===== src/design/bpsd_pkg.sv =====
// shared types and constants for the bmp 24-bit pixel stream decoder
`timescale 1ns / 1ps

package bpsd_pkg;

  localparam int unsigned MAX_DIM = 4096;
  localparam int unsigned DIM_W   = $clog2(MAX_DIM + 1);

  localparam int unsigned FIFO_DEPTH = 4;
  localparam int unsigned FIFO_AW    = $clog2(FIFO_DEPTH);

  localparam logic [7:0] SIG_BYTE0 = 8'h42;
  localparam logic [7:0] SIG_BYTE1 = 8'h4d;

  localparam logic [31:0] HDR_OFFSET_POS = 32'd10;
  localparam logic [31:0] HDR_WIDTH_POS  = 32'd18;
  localparam logic [31:0] HDR_HEIGHT_POS = 32'd22;
  localparam logic [31:0] HDR_BPP_POS    = 32'd28;
  localparam logic [31:0] HDR_LAST       = 32'd53;
  localparam logic [15:0] BPP_SUPPORTED  = 16'd24;

  localparam logic [1:0] STAT_PIXEL     = 2'd0;
  localparam logic [1:0] STAT_BAD_SIG   = 2'd1;
  localparam logic [1:0] STAT_BAD_DEPTH = 2'd2;
  localparam logic [1:0] STAT_TOO_LARGE = 2'd3;

  localparam logic [1:0] FMT_RGB565 = 2'd0;
  localparam logic [1:0] FMT_RGB888 = 2'd1;
  localparam logic [1:0] FMT_XRGB   = 2'd2;

  typedef enum logic [2:0] {
    PH_IDLE,
    PH_HEADER,
    PH_SKIP,
    PH_PIXEL,
    PH_HALT
  } phase_t;

  typedef struct packed {
    logic [7:0] data_byte;
    logic       start_of_file;
  } in_beat_t;

  typedef struct packed {
    logic [1:0]  status;
    logic [23:0] pixel_value;
    logic [11:0] dest_row;
    logic [11:0] dest_col;
    logic        last_pixel;
  } out_beat_t;

  typedef struct packed {
    logic [1:0]  status;
    logic [7:0]  red;
    logic [7:0]  green;
    logic [7:0]  blue;
    logic [11:0] row;
    logic [11:0] col;
    logic        last;
  } event_t;

endpackage


===== src/design/bpsd_front.sv =====
// front end: header parse, offset skip, pixel gathering and row/column tracking
`timescale 1ns / 1ps

module bpsd_front (
  input  logic               clk,
  input  logic               rst,
  input  logic               accept,
  input  bpsd_pkg::in_beat_t in_beat,
  output logic               evt_valid,
  output bpsd_pkg::event_t   evt
);

  bpsd_pkg::phase_t phase, phase_next;
  logic [31:0] byte_position, byte_position_next;
  logic [1:0]  byte_in_pixel, byte_in_pixel_next;
  logic [1:0]  pad_remaining, pad_remaining_next;
  logic [11:0] column_count, column_count_next;
  logic [11:0] row_count, row_count_next;

  logic [31:0] pixel_offset;
  logic [31:0] image_width;
  logic [31:0] image_height_raw;
  logic [15:0] bit_count;
  logic [7:0]  held_blue;
  logic [7:0]  held_green;
  logic [bpsd_pkg::DIM_W-1:0] width_dim;
  logic [bpsd_pkg::DIM_W-1:0] height_dim;
  logic        flip_rows;

  // state as seen by this beat, a start beat restarts the phase and all counters
  logic               sof;
  logic [7:0]         b;
  bpsd_pkg::phase_t   phase_e;
  logic [31:0]        pos_e;
  logic [1:0]         bip_e;
  logic [1:0]         pad_e;
  logic [11:0]        col_e;
  logic [11:0]        row_e;

  logic [31:0] height_mag;
  logic        in_header, sig_bad, hdr_last, err_depth, err_size, img_empty;
  logic        pixel_mode, pix_done, col_end, row_end;
  logic [bpsd_pkg::DIM_W-1:0] row_flip;

  assign sof     = in_beat.start_of_file;
  assign b       = in_beat.data_byte;
  assign phase_e = sof ? bpsd_pkg::PH_HEADER : phase;
  assign pos_e   = sof ? 32'd0 : byte_position;
  assign bip_e   = sof ? 2'd0 : byte_in_pixel;
  assign pad_e   = sof ? 2'd0 : pad_remaining;
  assign col_e   = sof ? 12'd0 : column_count;
  assign row_e   = sof ? 12'd0 : row_count;

  // classification of the beat
  always_comb begin
    height_mag = image_height_raw[31] ? (32'd0 - image_height_raw) : image_height_raw;
    in_header  = (phase_e == bpsd_pkg::PH_HEADER);
    sig_bad    = in_header && (((pos_e == 32'd0) && (b != bpsd_pkg::SIG_BYTE0)) ||
                               ((pos_e == 32'd1) && (b != bpsd_pkg::SIG_BYTE1)));
    hdr_last   = in_header && !sig_bad && (pos_e == bpsd_pkg::HDR_LAST);
    err_depth  = hdr_last && (bit_count != bpsd_pkg::BPP_SUPPORTED);
    err_size   = hdr_last && !err_depth &&
                 ((image_width > 32'(bpsd_pkg::MAX_DIM)) ||
                  (height_mag > 32'(bpsd_pkg::MAX_DIM)));
    img_empty  = hdr_last && !err_depth && !err_size &&
                 ((image_width == 32'd0) || (height_mag == 32'd0));
    pixel_mode = (phase_e == bpsd_pkg::PH_PIXEL) ||
                 ((phase_e == bpsd_pkg::PH_SKIP) && !(pos_e < pixel_offset));
    pix_done   = pixel_mode && (pad_e == 2'd0) && (bip_e == 2'd2);
    col_end    = ({1'b0, col_e} + 13'd1) >= width_dim;
    row_end    = ({1'b0, row_e} + 13'd1) >= height_dim;
    row_flip   = height_dim - 13'd1 - {1'b0, row_e};
  end

  // next phase
  always_comb begin
    phase_next = phase_e;
    unique case (phase_e)
      bpsd_pkg::PH_HEADER: begin
        if (sig_bad || err_depth || err_size || img_empty) begin
          phase_next = bpsd_pkg::PH_HALT;
        end else if (hdr_last) begin
          phase_next = bpsd_pkg::PH_SKIP;
        end
      end
      bpsd_pkg::PH_SKIP, bpsd_pkg::PH_PIXEL: begin
        if (pix_done && col_end && row_end) begin
          phase_next = bpsd_pkg::PH_HALT;
        end else if (pixel_mode) begin
          phase_next = bpsd_pkg::PH_PIXEL;
        end
      end
      bpsd_pkg::PH_IDLE, bpsd_pkg::PH_HALT: phase_next = phase_e;
      default: phase_next = bpsd_pkg::PH_IDLE;
    endcase
  end

  // counters and result beat
  always_comb begin
    byte_position_next = pos_e;
    byte_in_pixel_next = bip_e;
    pad_remaining_next = pad_e;
    column_count_next  = col_e;
    row_count_next     = row_e;
    evt_valid          = 1'b0;
    evt                = '0;
    if (in_header && !sig_bad) begin
      byte_position_next = pos_e + 32'd1;
    end
    if (sig_bad) begin
      evt_valid  = 1'b1;
      evt.status = bpsd_pkg::STAT_BAD_SIG;
    end else if (err_depth) begin
      evt_valid  = 1'b1;
      evt.status = bpsd_pkg::STAT_BAD_DEPTH;
    end else if (err_size) begin
      evt_valid  = 1'b1;
      evt.status = bpsd_pkg::STAT_TOO_LARGE;
    end
    if ((phase_e == bpsd_pkg::PH_SKIP) && !pixel_mode) begin
      byte_position_next = pos_e + 32'd1;
    end
    if (pixel_mode) begin
      if (pad_e != 2'd0) begin
        pad_remaining_next = pad_e - 2'd1;
      end else begin
        case (bip_e)
          2'd0:    byte_in_pixel_next = 2'd1;
          2'd1:    byte_in_pixel_next = 2'd2;
          default: begin
            byte_in_pixel_next = 2'd0;
            evt_valid  = 1'b1;
            evt.status = bpsd_pkg::STAT_PIXEL;
            evt.red    = b;
            evt.green  = held_green;
            evt.blue   = held_blue;
            evt.col    = col_e;
            evt.row    = flip_rows ? row_flip[11:0] : row_e;
            if (col_end) begin
              column_count_next  = 12'd0;
              pad_remaining_next = width_dim[1:0];
              if (row_end) begin
                evt.last = 1'b1;
              end else begin
                row_count_next = row_e + 12'd1;
              end
            end else begin
              column_count_next = col_e + 12'd1;
            end
          end
        endcase
      end
    end
  end

  always_ff @(posedge clk) begin
    if (rst) begin
      phase         <= bpsd_pkg::PH_IDLE;
      byte_position <= '0;
      byte_in_pixel <= '0;
      pad_remaining <= '0;
      column_count  <= '0;
      row_count     <= '0;
    end else if (accept) begin
      phase         <= phase_next;
      byte_position <= byte_position_next;
      byte_in_pixel <= byte_in_pixel_next;
      pad_remaining <= pad_remaining_next;
      column_count  <= column_count_next;
      row_count     <= row_count_next;
    end
  end

  // header fields and held pixel bytes
  always_ff @(posedge clk) begin
    if (accept) begin
      if (in_header) begin
        if ((pos_e >= bpsd_pkg::HDR_OFFSET_POS) && (pos_e < bpsd_pkg::HDR_OFFSET_POS + 32'd4))
        begin
          pixel_offset[8*(2'(pos_e - bpsd_pkg::HDR_OFFSET_POS)) +: 8] <= b;
        end
        if ((pos_e >= bpsd_pkg::HDR_WIDTH_POS) && (pos_e < bpsd_pkg::HDR_WIDTH_POS + 32'd4))
        begin
          image_width[8*(2'(pos_e - bpsd_pkg::HDR_WIDTH_POS)) +: 8] <= b;
        end
        if ((pos_e >= bpsd_pkg::HDR_HEIGHT_POS) && (pos_e < bpsd_pkg::HDR_HEIGHT_POS + 32'd4))
        begin
          image_height_raw[8*(2'(pos_e - bpsd_pkg::HDR_HEIGHT_POS)) +: 8] <= b;
        end
        if ((pos_e >= bpsd_pkg::HDR_BPP_POS) && (pos_e < bpsd_pkg::HDR_BPP_POS + 32'd2))
        begin
          bit_count[8*(1'(pos_e - bpsd_pkg::HDR_BPP_POS)) +: 8] <= b;
        end
        if (hdr_last) begin
          width_dim  <= image_width[bpsd_pkg::DIM_W-1:0];
          height_dim <= height_mag[bpsd_pkg::DIM_W-1:0];
          flip_rows  <= !image_height_raw[31];
        end
      end
      if (pixel_mode && (pad_e == 2'd0)) begin
        if (bip_e == 2'd0) begin
          held_blue <= b;
        end
        if (bip_e == 2'd1) begin
          held_green <= b;
        end
      end
    end
  end

endmodule


===== src/design/bpsd_fifo.sv =====
// short event queue between the front end and the output stage
`timescale 1ns / 1ps

module bpsd_fifo (
  input  logic             clk,
  input  logic             rst,
  input  logic             wr,
  input  bpsd_pkg::event_t wr_data,
  input  logic             rd,
  output bpsd_pkg::event_t rd_data,
  output logic             full,
  output logic             empty
);

  bpsd_pkg::event_t mem [bpsd_pkg::FIFO_DEPTH];
  logic [bpsd_pkg::FIFO_AW-1:0] wr_ptr;
  logic [bpsd_pkg::FIFO_AW-1:0] rd_ptr;
  logic [bpsd_pkg::FIFO_AW:0]   count;
  logic do_wr, do_rd;

  assign full    = (count == (bpsd_pkg::FIFO_AW+1)'(bpsd_pkg::FIFO_DEPTH));
  assign empty   = (count == '0);
  assign do_wr   = wr && !full;
  assign do_rd   = rd && !empty;
  assign rd_data = mem[rd_ptr];

  always_ff @(posedge clk) begin
    if (do_wr) begin
      mem[wr_ptr] <= wr_data;
    end
  end

  always_ff @(posedge clk) begin
    if (rst) begin
      wr_ptr <= '0;
      rd_ptr <= '0;
      count  <= '0;
    end else begin
      if (do_wr) begin
        wr_ptr <= wr_ptr + 1'b1;
      end
      if (do_rd) begin
        rd_ptr <= rd_ptr + 1'b1;
      end
      if (do_wr && !do_rd) begin
        count <= count + 1'b1;
      end else if (do_rd && !do_wr) begin
        count <= count - 1'b1;
      end
    end
  end

endmodule


===== src/design/bpsd_back.sv =====
// back end: format register, pixel conversion and output register
`timescale 1ns / 1ps

module bpsd_back (
  input  logic                clk,
  input  logic                rst,
  input  logic                cfg_valid,
  input  logic [1:0]          cfg_data,
  input  logic                evt_avail,
  input  bpsd_pkg::event_t    evt,
  output logic                evt_take,
  output logic                out_valid,
  output bpsd_pkg::out_beat_t out_beat,
  input  logic                pop
);

  logic [1:0] out_format;
  bpsd_pkg::out_beat_t conv;

  assign evt_take = evt_avail && (!out_valid || pop);

  always_comb begin
    conv.status     = evt.status;
    conv.dest_row   = evt.row;
    conv.dest_col   = evt.col;
    conv.last_pixel = evt.last;
    if (out_format == bpsd_pkg::FMT_RGB565) begin
      conv.pixel_value = {8'd0, evt.red[7:3], evt.green[7:2], evt.blue[7:3]};
    end else begin
      conv.pixel_value = {evt.red, evt.green, evt.blue};
    end
  end

  always_ff @(posedge clk) begin
    if (rst) begin
      out_format <= bpsd_pkg::FMT_RGB565;
      out_valid  <= 1'b0;
    end else begin
      if (cfg_valid) begin
        out_format <= cfg_data;
      end
      if (evt_take) begin
        out_valid <= 1'b1;
      end else if (pop) begin
        out_valid <= 1'b0;
      end
    end
  end

  always_ff @(posedge clk) begin
    if (evt_take) begin
      out_beat <= conv;
    end
  end

endmodule


===== src/design/bmp24_pixel_stream_decoder.sv =====
// top level of the bmp 24-bit pixel stream decoder
//
//   channel   handshake            payload
//   input     push / full          in_beat  (data_byte, start_of_file)
//   result    pop / empty          out_beat (status, pixel_value, dest_row, dest_col, last_pixel)
//   config    cfg_valid/cfg_ready  cfg_data (out_format)
//
// one byte per cycle while full is low; a result passes through the event queue and the output register
// the four-entry event queue plus the output register absorb result stalls
// full rises only when the queue is full; cfg_ready is always high
// synchronous reset clears the parser to idle and the format to rgb565
`timescale 1ns / 1ps

module bmp24_pixel_stream_decoder (
  input  logic                clk,
  input  logic                rst,
  input  logic                push,
  output logic                full,
  input  bpsd_pkg::in_beat_t  in_beat,
  output logic                empty,
  input  logic                pop,
  output bpsd_pkg::out_beat_t out_beat,
  input  logic                cfg_valid,
  output logic                cfg_ready,
  input  logic [1:0]          cfg_data
);

  logic             in_accept;
  logic             evt_valid;
  bpsd_pkg::event_t evt_in;
  bpsd_pkg::event_t evt_out;
  logic             q_full, q_empty, evt_take, out_valid;

  assign full      = q_full;
  assign in_accept = push && !q_full;
  assign cfg_ready = 1'b1;
  assign empty     = !out_valid;

  bpsd_front u_front (
    .clk       (clk),
    .rst       (rst),
    .accept    (in_accept),
    .in_beat   (in_beat),
    .evt_valid (evt_valid),
    .evt       (evt_in)
  );

  bpsd_fifo u_fifo (
    .clk     (clk),
    .rst     (rst),
    .wr      (in_accept && evt_valid),
    .wr_data (evt_in),
    .rd      (evt_take),
    .rd_data (evt_out),
    .full    (q_full),
    .empty   (q_empty)
  );

  bpsd_back u_back (
    .clk       (clk),
    .rst       (rst),
    .cfg_valid (cfg_valid),
    .cfg_data  (cfg_data),
    .evt_avail (!q_empty),
    .evt       (evt_out),
    .evt_take  (evt_take),
    .out_valid (out_valid),
    .out_beat  (out_beat),
    .pop       (pop)
  );

endmodule

===== config.mk =====
export PLATFORM = sky130hd
export DESIGN_NAME = bmp24_pixel_stream_decoder
export DESIGN_NICKNAME = d
export VERILOG_FILES = /design/src/design/bpsd_pkg.sv /design/src/design/bpsd_front.sv /design/src/design/bpsd_fifo.sv /design/src/design/bpsd_back.sv /design/src/design/bmp24_pixel_stream_decoder.sv
export SDC_FILE = /design/constraint.sdc
export NUM_CORES = 1
export LEC_CHECK = 0
export ABC_CLOCK_PERIOD_IN_PS = 10800
export BUFFER_PORTS_ARGS = -buffer_cell sky130_fd_sc_hd__buf_2
export CAP_MARGIN = 10
export CORE_ASPECT_RATIO = 0.75
export CORE_MARGIN = 5
export CORE_UTILIZATION = 45
export CTS_CLUSTER_SIZE = 24
export DETAILED_ROUTE_END_ITERATION = 10
export MAX_ROUTING_LAYER = met4
export PLACE_DENSITY_LB_ADDON = 0.3
export SYNTH_ARGS = -nofsm -noshare
export SYNTH_HDL_FRONTEND = slang
export SYNTH_SLANG_ARGS = --single-unit

===== constraint.sdc =====
create_clock -name clk -period 10.8 [get_ports clk]
set_input_delay 1.08 -clock clk [delete_from_list [all_inputs] [get_ports clk]]
set_output_delay 1.08 -clock clk [all_outputs]
set_load 0.05 [all_outputs]

==> key figures, run 1 <==
Layout
  – Share of cells above drive strength 1: approximately 15%
  – Nets@finish: around 1900
  – Design Area, Final: 25000 µm²
  – Multi-input logic area: 7760 µm²
  – Fill cells: 4180
  – Register Area: 13800 µm²
  – P&R area growth vs syn: 12.7%
  – Antenna Cells: 0
  – Most frequent cells in the layout: edfxtp_1 (410), nor2_1 (163), inv_1 (110), nand2_1 (104), ha_1 (82)
  – Most common cell after layout, fill and taps aside: edfxtp_1

Logic synthesis
  – Cells after Synth: 1705
  – Yosys cell types: 79
  – Synth Area in Simple Gates: 14.2%
  – Largest family of logic cells by synthesized area: simple AND/OR/NAND/NOR gates
  – Sequential-to-total area share from yosys stat: 62.2%
  – Syn avg cell area: 13.0 µm²
  – Cell Area, Synth: 22200 µm²
  – Dominant synthesized flop cell: edfxtp_1
  – #FFs+latches synth: between 400 and 500
  – Ys Warns: 0
  – Syn Nets: 1805
  – Mux contribution to synthesized area: 6.79%
  – Synth Area in XOR/XNOR: around 2.7%
  – Compound-cell area share of the yosys netlist: 6.32%
  – Post-synth EDFFs: 410
  – Async set-reset flop share out of synthesis: 0%
  – Adder-Cell Fraction of Synth Area: under 10%

Timing
  – Max-slew headroom: between 30% and 40%
  – Least-Margin Pin Slew: 1.04 ns
  – Tmin final: 5.48 ns
  – Final Hold Fails: 0
  – Clock skew: 0.0294 ns
  – RSZ-0062 raised after global routing: no
  – Worst setup margin: 5.32 ns
  – Final period util: 50.8%
  – Final max-slew violation count: 0
  – Max Freq: 182 MHz
  – Setup total negative slack: 0 ns
  – Setup violators final: 0

Die
  – Initial Util: between 40% and 50%
  – Die height: between 200 and 250 µm
  – Die ar.: 53900 µm²
  – DIE WIDTH: 267 µm
  – IO Pins: 70
  – Num rows: 70
  – Core box area: 48800 µm²

Outcome
  – Run status: finished clean

Clock tree
  – Post-CTS Setup Repair Bufs: 0
  – CTS tree: yes
  – Hold Buf Count CTS: 0
  – Clock root buffer master: clkbuf_16
  – Htree depth: 2
  – CTS buffer count: 47
  – Clock transition at path regs: approximately 0.070 ns
  – # resized after CTS: 0
  – CTS Sinks: around 490
  – Clock buffer depth: 3
  – Skew-Pair Late Insertion Delay: 0.58 ns

Critical path
  – Critical Path Max Stage Delay: about 0.56 ns
  – CP bufs+invs: 4
  – Reg-to-reg endpoint: u_fifo.count[2]
  – Worst Path Arrival: between 5 and 6 ns
  – Top delay family on crit path: buffers and inverters
  – R2r worst-path depth: 16
  – CP startpoint kind: input port
  – CP Max Fanout: 50
  – WS Path Type: in -> reg
  – Worst path slowest cell: buf_4
  – Critical Path RT: 11.30 ns
  – CP cell instances: buf_2 -> buf_4 -> nand2b_1 -> clkinv_1 -> ha_1 -> nor3_1 -> a211oi_1 -> a21oi_1 -> nand2_1 -> o31ai_4 -> ha_1 -> inv_1 -> fa_1 -> xor2_1 -> or3_1 -> a21oi_1
  – CP Capture Type: flop
  – Reg2Reg Setup Slack: 6.12 ns
  – R2r startpoint: u_front.image_height_raw[1]

Worst hold path
  – Worst min path class: reg -> reg
  – Hold_sp: u_front.image_width[6]
  – Min-Delay Endpoint: u_front.width_dim[6]
  – Worst hold stages: 0

Job
  – Max-cap viol count: 0

Route
  – Antenna-violating nets left: 0
  – DRT Pass-1 Iters: 7
  – Vias: 13700
  – DRC viols: 0
  – Drt via density: 5.56
  – Final WL: 49900 µm
  – Initial DRC count: 1120
  – WL per Instance: 20.2 µm

Placed design
  – Detail Placement HPWL: 34800 µm
  – IO buf count: 68
  – Placer Congestion: 0.925
  – DP Area: 23300 µm²
  – Pre-CTS setup slack: 4.82 ns

Global routing
  – Gr ovfl total: 0
  – Met2 usage: 28.1%
  – Vias in the first global route: 13400
  – Initial antenna violation count: 1
  – M3 GR Usage: 3.15%
  – Total track usage: 18.7%
  – GRT busiest layer: met2
  – First-pass GRT wire length: 77100 µm
  – Largest net degree at the start of global routing: 55
  – Met1 usage: between 20% and 30%

Power
  – PwrDens: 199 nW/µm²
  – Pwr Total: ~5000 µW
  – Max rail drop VDD: between 0.0001 and 0.00015 V
  – Leak pwr: 0.00925 µW
-- worst max-delay path by stage --
stage          startpoint                to  cells past startpoint
3_3_place_gp   in_beat[0]   u_fifo.count[2]                     20
5_1_grt        in_beat[0]   u_fifo.count[2]                     16
3_5_place_dp   in_beat[0]   u_fifo.count[2]                     16
6_report       in_beat[0]   u_fifo.count[2]                     16
2_1_floorplan  in_beat[0]  u_fifo.mem[0][0]                     17
4_1_cts        in_beat[0]   u_fifo.count[2]                     16
-- layout make-up --
class                           count  area share, %
Sequential cell                   485           55.2
Multi-Input combinational cell   1044           31.0
Clock buffer                       60           5.30
Tap cell                          648           3.24
Timing Repair Buffer               89           2.02
Inverter                          112           1.68
Clock inverter                     27           1.59
-- logic make-up (layout without fill, tap and decap cells) --
group	Yosys count	in the layout
adder cells (fa/ha/maj)	84	84
buffers and inverters	176	288
AO/OA/AOI/OAI	202	202
flip-flops	485	485
other	1	1
XOR/XNOR	68	68
AND/OR/NAND/NOR	605	605
multiplexers	84	84
-- power by group --
group,internal (µW),switching (µW),leakage [µW]
registers,2220,40.2,0.00456
clock network,1070,712,0.000823
logic,265,680,0.00387
total,3560,1430,0.00925
-- synth_stat cells, drive strengths merged (38+ instances only) --
cell type / instances / area [µm²]
xnor2: 42 / 368
dfxtp: 75 / 1500
nor3: 40 / 200
edfxtp: 410 / 12300
nor2: 166 / 631
nand2: 104 / 390
nand3: 38 / 190
a21oi: 58 / 290
clkbuf: 45 / 169
and2: 59 / 369
nor2b: 44 / 275
inv: 110 / 413
mux4: 51 / 1150
ha: 82 / 1030
-- per-layer routing --
layer | vias to the layer above | routed length (µm) | part of all wire [%]
li1 | 6482 | - | -
met1 | 6789 | 23600 | 47
met2 | 377 | 22300 | 45
met3 | 59 | 3040 | 6.1
met4 | 0 | 915 | 1.8
met5 | - | 0 | 0
-- worst register-to-register path, stage by stage, from the launching register on --
cell and delay, ns:
edfxtp_1 0.45, inv_1 0.11, ha_1 0.28, or4b_4 0.55
or4_4 0.57, o2111a_1 0.27, nor3_1 0.23, a211oi_2 0.08
nand4_2 0.20, nor2_4 0.07, o31ai_4 0.43, ha_1 0.28
inv_1 0.07, fa_1 0.38, xor2_1 0.17, or3_1 0.30
a21oi_1 0.15
-- per-stage QoR --
step                utilization (%)  hold slack [ns]  instances
global placement               47.8            0.435       2377
CTS                            51.3            0.443       2464
floorplan                         -            0.427       1705
detailed placement             47.8            0.442       2377
global route                   51.3            0.466       2465
finish                         51.3            0.443       2465
-- flip-flops by register name (all words and copies together), names as in the netlist, named ones only --
register and count:
u_back.out_beat 51, u_back.out_format 2, u_back.out_valid 1, u_fifo.count 3
u_fifo.mem 204, u_fifo.rd_ptr 2, u_fifo.wr_ptr 2, u_front.bit_count 16
u_front.byte_in_pixel 2, u_front.byte_position 32, u_front.column_count 12, u_front.flip_rows 1
u_front.height_dim 13, u_front.held_blue 8, u_front.held_green 8, u_front.image_height_raw 32
u_front.image_width 32, u_front.pad_remaining 2, u_front.phase 3, u_front.pixel_offset 32
u_front.row_count 12, u_front.width_dim 13
Note: power is estimated with default switching activity, not from simulation.
==> run 2, diff against run 1 <==
ABC_CLOCK_PERIOD_IN_PS = 5700   (was 10800)
clock period = 5.7 ns   (was 10.8 ns; I/O delays follow)
==> key figures, run 2 (synthesis results as in run 1) <==
Outcome
  – Run status: finished clean

Clock tree
  – Skew-Pair Late Insertion Delay: 0.59 ns
  – CTS Sinks: 485
  – Clock buffer depth: 3
  – CTS buffer count: 47
  – Clock root buffer master: clkbuf_16
  – Htree depth: 2
  – Clock transition at path regs: 0.06 ns
  – Hold Buf Count CTS: 0
  – CTS tree: yes
  – # resized after CTS: 0
  – Post-CTS Setup Repair Bufs: 0

Timing
  – Tmin final: 4.57 ns
  – Final period util: between 80 and 90%
  – Least-Margin Pin Slew: 0.937 ns
  – Clock skew: approximately 0.019 ns
  – Final max-slew violation count: 0
  – Max Freq: 219 MHz
  – Setup violators final: 0
  – Final Hold Fails: 0
  – Setup total negative slack: 0 ns
  – RSZ-0062 raised after global routing: no
  – Max-slew headroom: a little over a third

Route
  – WL per Instance: 20.6 µm
  – Initial DRC count: 1386
  – DRC viols: 0
  – Final WL: 50900 µm
  – Drt via density: 5.65
  – Vias: between 10000 and 15000
  – Antenna-violating nets left: 0
  – DRT Pass-1 Iters: 5

Critical path
  – Critical Path RT: approximately 5.9 ns
  – Setup crit start: u_front.image_height_raw[0]
  – R2r worst-path depth: 12
  – R2r startpoint: u_front.image_height_raw[0]
  – CP startpoint kind: flop
  – Setup crit end: u_fifo.mem[1][36]
  – Worst path slowest cell: or4_4
  – CP cell instances: inv_1 -> ha_1 -> or4b_4 -> or4_4 -> o2111a_1 -> nor3_1 -> a211oi_2 -> nand4_2 -> nor2_4 -> o31ai_4 -> and2_2 -> buf_4
  – CP Max Fanout: 38
  – Critical Path Max Stage Delay: about 0.56 ns
  – CP bufs+invs: 2
  – CP Capture Type: flop
  – WS Path Type: reg -> reg
  – Critical path depth: 12
  – Reg2Reg Setup Slack: 1.13 ns
  – Worst Path Arrival: 4.79 ns
  – Top delay family on crit path: simple AND/OR/NAND/NOR gates
  – Reg-to-reg endpoint: u_fifo.mem[1][36]

Power
  – Max rail drop VDD: 0.000252 V
  – PwrDens: 372 nW/µm²
  – Leak pwr: 0.00920 µW

Layout
  – Leading registers by flop count: u_fifo.mem x204, u_back.out_beat x51
  – P&R area growth vs syn: 12.3%
  – Most common cell after layout, fill and taps aside: edfxtp_1
  – Share of cells above drive strength 1: 14.9%
  – Non-Filler Instances: 2469
  – Design Area, Final: 24900 µm²
  – Max reg flops: 204
  – Largest Register: u_fifo.mem
  – Nets@finish: 1881
  – Most frequent cells in the layout: edfxtp_1 (410), nor2_1 (163), inv_1 (110), nand2_1 (104), ha_1 (82)

Job
  – Max-cap viol count: 0

Placed design
  – Detail Placement HPWL: 35100 µm
  – DP Area: 23300 µm²
  – IO buf count: 68
  – Placer Congestion: 0.924
  – Dpl cells: 2380

Worst hold path
  – Worst min path class: in -> reg

Global routing
  – Gr ovfl total: 0
  – Vias in the first global route: 13600
  – Initial antenna violation count: 3
  – Largest net degree at the start of global routing: 66
  – First-pass GRT wire length: 79200 µm
  – Total track usage: about 19%

Die
  – Die ar.: 53900 µm²
  – Initial Util: 45.5%
  – Die height: 202 µm
  – IO Pins: 70
  – Core box area: just under 50000 µm²
  – Num rows: 70
  – DIE WIDTH: approximately 270 µm
==> run 2: changes by cell type in the layout (fill, tap and decap cells not counted), sizes merged <==
cell,previous run,this run
clkinv,12,11
diode,0,1
clkbuf,60,64
buf,89,91
bufinv,8,6
==> run 2: tightest hold or removal path: cells and delay by family <==
kind	cells	cell delay, ns
buf+inv	1	0.08
simple gates	1	0.08
mux	1	0.06
==> run 2: worst min-delay path by stage <==
stage          cells past startpoint                   start                   end
4_1_cts                            3             cfg_data[0]  u_back.out_format[0]
3_5_place_dp                       0  u_front.image_width[4]  u_front.width_dim[4]
3_3_place_gp                       0  u_front.image_width[4]  u_front.width_dim[4]
6_report                           3             cfg_data[0]  u_back.out_format[0]
2_1_floorplan                      0  u_front.image_width[1]  u_front.width_dim[1]
5_1_grt                            3             cfg_data[0]  u_back.out_format[0]
==> run 2: per-layer routing <==
metal	part of all wire, %	vias up	track usage [%]
met5	0	-	-
met4	2.1	0	5.19
met3	8.2	77	3.55
met2	43	535	27.1
met1	47	6856	28.8
li1	-	6490	-
==> run 2: through the flow <==
step / setup slack, ns / hold WS [ns] / power (µW) / utilization (%)
3_5_place_dp: 0.963 / 0.442 / 6180 / 47.8
2_1_floorplan: 0.174 / 0.427 / 5760 / -
6_report: 1.13 / 0.245 / 9290 / 51.1
3_3_place_gp: 1.12 / 0.438 / 6160 / 47.8
5_1_grt: 0.902 / 0.248 / 9670 / 51.1
4_1_cts: 1.13 / 0.213 / 9400 / 51.1
==> run 2: power breakdown <==
part	switching (µW)	total (µW)	leakage, µW	internal, µW
Combinational	1240	1740	0.00388	499
Sequential	116	4330	0.00456	4210
Clock	1350	3220	0.000758	1870
Total	2710	9290	0.00920	6580
==> run 2: layout make-up <==
class | instances | area [µm²]
Antenna cell | 1 | 2.50
Clock inverter | 24 | 332
Timing Repair Buffer | 91 | 526
Inverter | 112 | 420
Tap cell | 648 | 811
Sequential cell | 485 | 13800
Fill cell | 4117 | 23800
Clock buffer | 64 | 1280
Multi-Input combinational cell | 1044 | 7760
